[src/hdl/fswsc_pkg.sv]
`timescale 1ns / 1ps
// ---------------------------------------------------------------------------
// fswsc_pkg
// Types and constants of the flash sector write staging cache.
// ---------------------------------------------------------------------------
package fswsc_pkg;

  localparam int unsigned SECTOR_COUNT_DEF = 8192;
  localparam int unsigned SEC_W            = 13;
  localparam int unsigned SLOTS            = 8;
  localparam int unsigned SLOT_W           = 3;
  localparam int unsigned BLK_W            = SEC_W - SLOT_W;

  typedef enum logic [2:0] {
    OP_READ  = 3'd0,
    OP_WRITE = 3'd1,
    OP_COPY  = 3'd2,
    OP_ERASE = 3'd3,
    OP_FAIL  = 3'd4
  } op_e;

  typedef enum logic [3:0] {
    ST_IDLE,
    ST_FAIL,
    ST_RSCAN,
    ST_WSCAN,
    ST_WERASE,
    ST_WNEW,
    ST_MSCAN,
    ST_MCOPY,
    ST_MERASEH,
    ST_MWB,
    ST_MERASES
  } state_e;

  typedef struct packed {
    logic             command;
    logic [SEC_W-1:0] sector;
  } in_item_t;

  typedef struct packed {
    logic [2:0]       op;
    logic [SEC_W-1:0] src_sector;
    logic [SEC_W-1:0] dst_sector;
    logic             last;
  } out_item_t;

endpackage

[src/hdl/flash_sector_write_staging_cache_top.sv]
`timescale 1ns / 1ps
// A failed request loads one fail operation; a read scans the staged slots and loads one read;
// a write appends after a scan, erases empty staging first, or merges a full or conflicting
// staging home first; result side stalls hold all of these.
// One request at a time, taken in the cycle after its last operation is loaded;
// the slot memory's one read port, stepped a slot per cycle save stalls, sets the pace.
// Reset clears the fill count, slot index, state and output valid; slots stay undefined.
// ---------------------------------------------------------------------------
// flash_sector_write_staging_cache_top
// Turns host sector reads and writes into flash read, write, copy and erase
// operations, staging writes in the last 4 KB block of the device.
// ---------------------------------------------------------------------------
module flash_sector_write_staging_cache_top #(
  parameter int unsigned SECTOR_COUNT = fswsc_pkg::SECTOR_COUNT_DEF
) (
  input  logic                  clk_i,
  input  logic                  rst_ni,
  input  logic                  in_valid_i,
  output logic                  in_ready_o,
  input  fswsc_pkg::in_item_t   in_item_i,
  output logic                  out_valid_o,
  input  logic                  out_ready_i,
  output fswsc_pkg::out_item_t  out_item_o
);

  localparam int unsigned SW = fswsc_pkg::SEC_W;
  localparam int unsigned IW = fswsc_pkg::SLOT_W;
  localparam int unsigned BW = fswsc_pkg::BLK_W;

  // First sector of the staging block (the last 4 KB block of the device).
  localparam logic [SW-1:0] StageBase = SW'((SECTOR_COUNT / 8 - 1) * 8);
  localparam logic [SW:0]   SecLimit  = (SW+1)'(SECTOR_COUNT);
  localparam logic [BW-1:0] StageBlk  = StageBase[SW-1:IW];

  // Control state
  fswsc_pkg::state_e state_q, state_d;
  logic [IW:0]       cnt_q, cnt_d;      // staged slots in use, 0..8
  logic [IW-1:0]     idx_q, idx_d;      // slot or offset being worked on
  logic              out_valid_q, out_valid_d;

  // Working registers of the current request
  logic [SW-1:0]     addr_q, addr_d;
  logic [7:0]        cov_q, cov_d;      // offsets of the home block already staged
  logic [BW-1:0]     home_q, home_d;    // home block number during a merge
  logic              pend_q, pend_d;    // host data still to be staged after merge
  fswsc_pkg::out_item_t out_q, out_d;

  // Slot map memory: one write port, one registered read port
  logic [SW-1:0]     slot_mem_q [fswsc_pkg::SLOTS];
  logic [SW-1:0]     rdata_q;
  logic              mem_we;
  logic [IW-1:0]     mem_waddr;
  logic [SW-1:0]     mem_wdata;

  logic              out_free;
  logic              idx_end;
  logic              hit;
  logic [IW:0]       cnt_last;

  function automatic fswsc_pkg::out_item_t mk_item(
    input fswsc_pkg::op_e op,
    input logic [SW-1:0]  src,
    input logic [SW-1:0]  dst,
    input logic           last
  );
    fswsc_pkg::out_item_t it;
    it.op         = op;
    it.src_sector = src;
    it.dst_sector = dst;
    it.last       = last;
    return it;
  endfunction

  assign out_free   = !out_valid_q || out_ready_i;
  assign cnt_last   = cnt_q - (IW+1)'(1);
  assign idx_end    = ({1'b0, idx_q} == cnt_last);
  assign hit        = (cnt_q != '0) && (rdata_q == addr_q);

  assign out_valid_o = out_valid_q;
  assign out_item_o  = out_q;

  // Write port, and a read port that always presents the slot the next
  // state will look at; forward a same-cycle write to that slot.
  always_ff @(posedge clk_i) begin
    if (mem_we) begin
      slot_mem_q[mem_waddr] <= mem_wdata;
    end
    if (mem_we && (mem_waddr == idx_d)) begin
      rdata_q <= mem_wdata;
    end else begin
      rdata_q <= slot_mem_q[idx_d];
    end
  end

  always_ff @(posedge clk_i or negedge rst_ni) begin
    if (!rst_ni) begin
      state_q     <= fswsc_pkg::ST_IDLE;
      cnt_q       <= '0;
      idx_q       <= '0;
      out_valid_q <= 1'b0;
    end else begin
      state_q     <= state_d;
      cnt_q       <= cnt_d;
      idx_q       <= idx_d;
      out_valid_q <= out_valid_d;
    end
  end

  always_ff @(posedge clk_i) begin
    addr_q <= addr_d;
    cov_q  <= cov_d;
    home_q <= home_d;
    pend_q <= pend_d;
    out_q  <= out_d;
  end

  always_comb begin
    state_d     = state_q;
    cnt_d       = cnt_q;
    idx_d       = idx_q;
    addr_d      = addr_q;
    cov_d       = cov_q;
    home_d      = home_q;
    pend_d      = pend_q;
    out_d       = out_q;
    out_valid_d = out_valid_q && !out_ready_i;
    in_ready_o  = 1'b0;
    mem_we      = 1'b0;
    mem_waddr   = cnt_q[IW-1:0];
    mem_wdata   = addr_q;

    unique case (state_q)
      fswsc_pkg::ST_IDLE: begin
        // Take a request even while the previous result still waits.
        in_ready_o = 1'b1;
        if (in_valid_i) begin
          addr_d = in_item_i.sector;
          idx_d  = '0;
          cov_d  = '0;
          pend_d = 1'b1;
          if (({1'b0, in_item_i.sector} + (SW+1)'(9)) > SecLimit) begin
            state_d = fswsc_pkg::ST_FAIL;
          end else if (!in_item_i.command) begin
            state_d = fswsc_pkg::ST_RSCAN;
          end else if (cnt_q == '0) begin
            state_d = fswsc_pkg::ST_WERASE;
          end else if (cnt_q[IW]) begin
            state_d = fswsc_pkg::ST_MSCAN;
          end else begin
            state_d = fswsc_pkg::ST_WSCAN;
          end
        end
      end

      fswsc_pkg::ST_FAIL: begin
        if (out_free) begin
          out_d       = mk_item(fswsc_pkg::OP_FAIL, '0, '0, 1'b1);
          out_valid_d = 1'b1;
          state_d     = fswsc_pkg::ST_IDLE;
        end
      end

      fswsc_pkg::ST_RSCAN: begin
        // Serve from the first staged slot holding the sector, else direct.
        if (hit || (cnt_q == '0) || idx_end) begin
          if (out_free) begin
            out_d = mk_item(fswsc_pkg::OP_READ,
                            hit ? {StageBlk, idx_q} : addr_q, '0, 1'b1);
            out_valid_d = 1'b1;
            state_d     = fswsc_pkg::ST_IDLE;
          end
        end else begin
          idx_d = idx_q + IW'(1);
        end
      end

      fswsc_pkg::ST_WSCAN: begin
        // A repeated sector, or a sector from another block, forces a merge.
        if (rdata_q == addr_q) begin
          idx_d   = '0;
          state_d = fswsc_pkg::ST_MSCAN;
        end else if (idx_end) begin
          idx_d = '0;
          if (rdata_q[SW-1:IW] == addr_q[SW-1:IW]) begin
            state_d = fswsc_pkg::ST_WNEW;
          end else begin
            state_d = fswsc_pkg::ST_MSCAN;
          end
        end else begin
          idx_d = idx_q + IW'(1);
        end
      end

      fswsc_pkg::ST_WERASE: begin
        if (out_free) begin
          out_d       = mk_item(fswsc_pkg::OP_ERASE, '0, StageBase, 1'b0);
          out_valid_d = 1'b1;
          state_d     = fswsc_pkg::ST_WNEW;
        end
      end

      fswsc_pkg::ST_WNEW: begin
        // Stage the host sector in the next free slot.
        if (out_free) begin
          out_d = mk_item(fswsc_pkg::OP_WRITE, '0, {StageBlk, cnt_q[IW-1:0]}, 1'b1);
          out_valid_d = 1'b1;
          mem_we      = 1'b1;
          mem_waddr   = cnt_q[IW-1:0];
          mem_wdata   = addr_q;
          cnt_d       = cnt_q + (IW+1)'(1);
          state_d     = fswsc_pkg::ST_IDLE;
        end
      end

      fswsc_pkg::ST_MSCAN: begin
        // Collect the staged offsets; slot 0 names the home block.
        cov_d = cov_q | (8'b1 << rdata_q[IW-1:0]);
        if (idx_q == '0) begin
          home_d = rdata_q[SW-1:IW];
        end
        if (idx_end) begin
          idx_d   = '0;
          state_d = fswsc_pkg::ST_MCOPY;
        end else begin
          idx_d = idx_q + IW'(1);
        end
      end

      fswsc_pkg::ST_MCOPY: begin
        // Fill the free slots with the home sectors not yet staged.
        if (!cov_q[idx_q] && !cnt_q[IW]) begin
          if (out_free) begin
            out_d = mk_item(fswsc_pkg::OP_COPY, {home_q, idx_q},
                            {StageBlk, cnt_q[IW-1:0]}, 1'b0);
            out_valid_d = 1'b1;
            mem_we      = 1'b1;
            mem_waddr   = cnt_q[IW-1:0];
            mem_wdata   = {home_q, idx_q};
            cnt_d       = cnt_q + (IW+1)'(1);
            idx_d       = idx_q + IW'(1);
            if (idx_q == '1) begin
              state_d = fswsc_pkg::ST_MERASEH;
            end
          end
        end else begin
          idx_d = idx_q + IW'(1);
          if (idx_q == '1) begin
            state_d = fswsc_pkg::ST_MERASEH;
          end
        end
      end

      fswsc_pkg::ST_MERASEH: begin
        if (out_free) begin
          out_d       = mk_item(fswsc_pkg::OP_ERASE, '0, {home_q, IW'(0)}, 1'b0);
          out_valid_d = 1'b1;
          idx_d       = '0;
          state_d     = fswsc_pkg::ST_MWB;
        end
      end

      fswsc_pkg::ST_MWB: begin
        // Write every slot back home; the host data replaces its own copy.
        if (out_free) begin
          if (rdata_q == addr_q) begin
            out_d  = mk_item(fswsc_pkg::OP_WRITE, '0,
                             {home_q, rdata_q[IW-1:0]}, 1'b0);
            pend_d = 1'b0;
          end else begin
            out_d = mk_item(fswsc_pkg::OP_COPY, {StageBlk, idx_q},
                            {home_q, rdata_q[IW-1:0]}, 1'b0);
          end
          out_valid_d = 1'b1;
          idx_d       = idx_q + IW'(1);
          if (idx_q == '1) begin
            state_d = fswsc_pkg::ST_MERASES;
          end
        end
      end

      fswsc_pkg::ST_MERASES: begin
        if (out_free) begin
          out_d       = mk_item(fswsc_pkg::OP_ERASE, '0, StageBase, !pend_q);
          out_valid_d = 1'b1;
          cnt_d       = '0;
          state_d     = pend_q ? fswsc_pkg::ST_WNEW : fswsc_pkg::ST_IDLE;
        end
      end

      default: begin
        state_d = fswsc_pkg::ST_IDLE;
      end
    endcase
  end

endmodule

[config.mk]
export PLATFORM = sky130hd
export DESIGN_NAME = flash_sector_write_staging_cache_top
export DESIGN_NICKNAME = d
export VERILOG_FILES = /design/src/hdl/fswsc_pkg.sv /design/src/hdl/flash_sector_write_staging_cache_top.sv
export SDC_FILE = /design/constraint.sdc
export NUM_CORES = 1
export LEC_CHECK = 0
export ABC_AREA = 1
export ABC_CLOCK_PERIOD_IN_PS = 3600
export BUFFER_PORTS_ARGS = -buffer_cell sky130_fd_sc_hd__clkbuf_2
export CAP_MARGIN = 20
export CORE_MARGIN = 5
export CORE_UTILIZATION = 50
export DETAILED_ROUTE_END_ITERATION = 10
export GPL_ROUTABILITY_DRIVEN = 0
export PLACE_DENSITY = 0.73
export SLEW_MARGIN = 20
export SYNTH_ARGS = -nofsm -noshare
export SYNTH_HDL_FRONTEND = slang
export SYNTH_SLANG_ARGS = --single-unit
[constraint.sdc]
create_clock -name clk_i -period 3.6 [get_ports clk_i]
set_input_delay 0 -clock clk_i [delete_from_list [all_inputs] [get_ports clk_i]]
set_output_delay 0 -clock clk_i [all_outputs]
set_load 0.005 [all_outputs]
==> flow_summary.ini <==
[outcome]
status = completed

[global_routing]
antenna_found_initial = 0
grt_pass1_vias = 6259
grt_max_degree = 56
grt.overflow.total = 0
grtUsageTotal_pct = 21.4
grt_pass1_wl_um = 32700

[critical_path]
ff2ff_setup_slack_ns = 0.58
critPathMaxFanout = 55
crit_path_frequent_cell = nand2_1
endpoint_kind = register
worstSetupStartpointType = register
cp.arrival_ns = 3.17
crit_chain = buf_4, nand2_1, nand2_1, nand2_1, nand3_1, nand2_1, nand2_1, nand2_1, nor2_1, nand2_1, nor2_2, nand2_4, nand4_1, nand3_1, inv_1, buf_12
criticalPathCategory = reg2reg
cpPeakStageDelay_ns = 0.47
critPathSlowestCell = buf_4
required_ns = 3.75

[sta]
rsz0062_at_grt = false
min_period_over_period_pct = 84.0
slew_headroom_pct = 32.1
report.final.slew_viol_count = 0
skew_ns = 0.0131
fin_crit_ns = 3.02
final-setup-viol-count = 0
worst_pin_slew_ns = 1.01
fin_tns_setup_ns = 0
hold_slack_ns = 0.0534
hold_viol_final = 0
fmax_mhz = 331

[yosys]
synth_top_area_share_pct = 58.6
ys_ff_latch = 181
syn_avg_cell_area_um2 = 9.80
netlist_instances = 867
synth_edf_count = 166
synth_flop_cell = edfxtp_1
synth_area_leaders = edfxtp_1 (59%), nand2_1 (10%), inv_1 (5.4%)
synth.distinct_cells = 43
syn-cell-area_um2 = 8500
ys_seq_area_share_pct = 62.9
yosys_warnings = 0
syn_nets = 891
synth_async_sr_flop_share_pct = 6.63
synth_area_leader_cell = edfxtp_1

[die]
dieArea_um2 = 19700
die_w_um = 140
ios = 50
row_count = 47
core_area_um2 = 16600
die_h_um = 140
start_util_pct = 51.1

[clocking]
cts_tree = yes
cts.path.max_buffers = 2
htree_levels = 4
cts_root_buf = clkbuf_16
post_cts_resized = 0
numCtsBuffers = 17
clock_sinks = 181
clock_latency_ns = 0.44
clk_pin_slew_ns = 0.07

[power_and_ir_drop]
p_per_area_nw_per_um2 = 816
p_total_uw = 7960
swShare_pct = 39.1
p_int_uw = 4850
peakVddDrop_v = 0.000492
combinationalPowerShare_pct = 37.6
p_leak_uw = 0.00414
p_sw_uw = 3110
p_clk_share_pct = 22.9
seqPwrFrac_pct = 39.5

[routing]
wirelength_um = 20400
route.vias.total = 6375
ant_nets = 0
first_pass_iters = 5
via_per_inst = 5.39
drc = 0
wl_per_cell_um = 17.3
drt_iter0_markers = 747

[placed_design]
place_hpwl_um = 13600
numPortBuffers = 49

[finish]
diodes = 0
finalNetCount = 974
area_growth_pct = 14.8
final_cell_mix = nand2_1 (228), edfxtp_1 (166), inv_1 (123), nor2_1 (85), nand3_1 (73)
layout_commonest_cell = nand2_1
fin_util_pct = 58.6
drive_above_1_share_pct = 12.5

[job]
maxCapViolCount = 0

[hold_path]
hold_class = in2reg
[Yosys cell counts, drive strengths merged (2+ instances only)]
cell     number
nand3        75
nor3          6
nand3b        5
a21oi        20
dfrtp        12
nand4         8
nand2       233
clkbuf        4
a31oi         2
clkinv        2
o211ai        6
o21a          2
o22ai         6
a211oi        3
nor2         89
o21ai        56
dfxtp         3
ha            6
buf          20
inv         126
edfxtp      166
o2111ai       6
xor2          3
[through the flow]
step	setup WS, ns	cell area, um^2	std cells
after floorplan	0.994	8500	867
after global placement	0.693	9040	1136
after detailed placement	0.604	9040	1136
after CTS	0.571	9760	1183
after global routing	0.312	9760	1183
final	0.577	9760	1183
[worst max-delay path: cells and delay by family (launching register included)]
family / cells / cell delay (ns)
AND/OR/NAND/NOR: 13 / 1.38
buffers and inverters: 3 / 1.00
flip-flops: 1 / 0.33
[cell type report]
cell class | count | area (um^2)
flip-flops and latches | 181 | 5350
well taps | 220 | 275
fillers | 1361 | 6890
repair buffers | 88 | 588
inverters | 128 | 480
clock inverters | 14 | 140
multi-input cells | 534 | 2500
clock buffers | 18 | 429
[power groups by stage]
stage	logic (uW)	clock network, uW	registers, uW
after floorplan	2060	0	3150
after CTS	2970	1840	3140
final	2990	1820	3150
after detailed placement	2930	0	3180
after global routing	3370	1930	3190
after global placement	2890	0	3180
[worst paths after layout]
kind                       startpoint             end  depth (start not counted)
setup / recovery             register  out_item_o[20]                         16
max in group asynchronous      rst_ni        cnt_q[2]                          3
hold / removal             in_valid_i        register                          4
hold reg to reg            state_q[2]      state_q[2]                          2
setup reg to reg             register  out_item_o[20]                         16
min in group asynchronous      rst_ni      state_q[3]                          3
[kinds of logic (layout without fill, tap and decap cells)]
group / after synthesis / after routing / share of synthesized area, %
fa+ha+maj: 6 / 6 / 0.883
flops: 181 / 181 / 62.9
simple gates: 418 / 418 / 20.9
buf+inv: 152 / 248 / 7.73
xor+xnor: 4 / 4 / 0.412
compound gates: 106 / 106 / 7.14
[what timing repair did]
action / in CTS / in global routing
hold endpoints to repair: 25 / 0
buffers inserted: 0 / 0
hold buffers: 15 / 0
[state kept, by name, summed over array words and instances (netlist names), named ones only]
name and count:
slot_mem_q 104, home_q 10, pend_q 1, cov_q 8, cnt_q 4, out_item_o 30
out_valid_o 1, addr_q 13, state_q 4, idx_q 3
[routing by layer]
metal / track usage, % / vias up / routed length (um)
met5: 0 / - / 0
met4: 6.68 / 0 / 389
met3: 5.11 / 41 / 1530
met2: 34.1 / 285 / 9730
met1: 29.1 / 2989 / 8770
li1: - / 3060 / -
No activity file was read; power rests on OpenSTA's default activity.
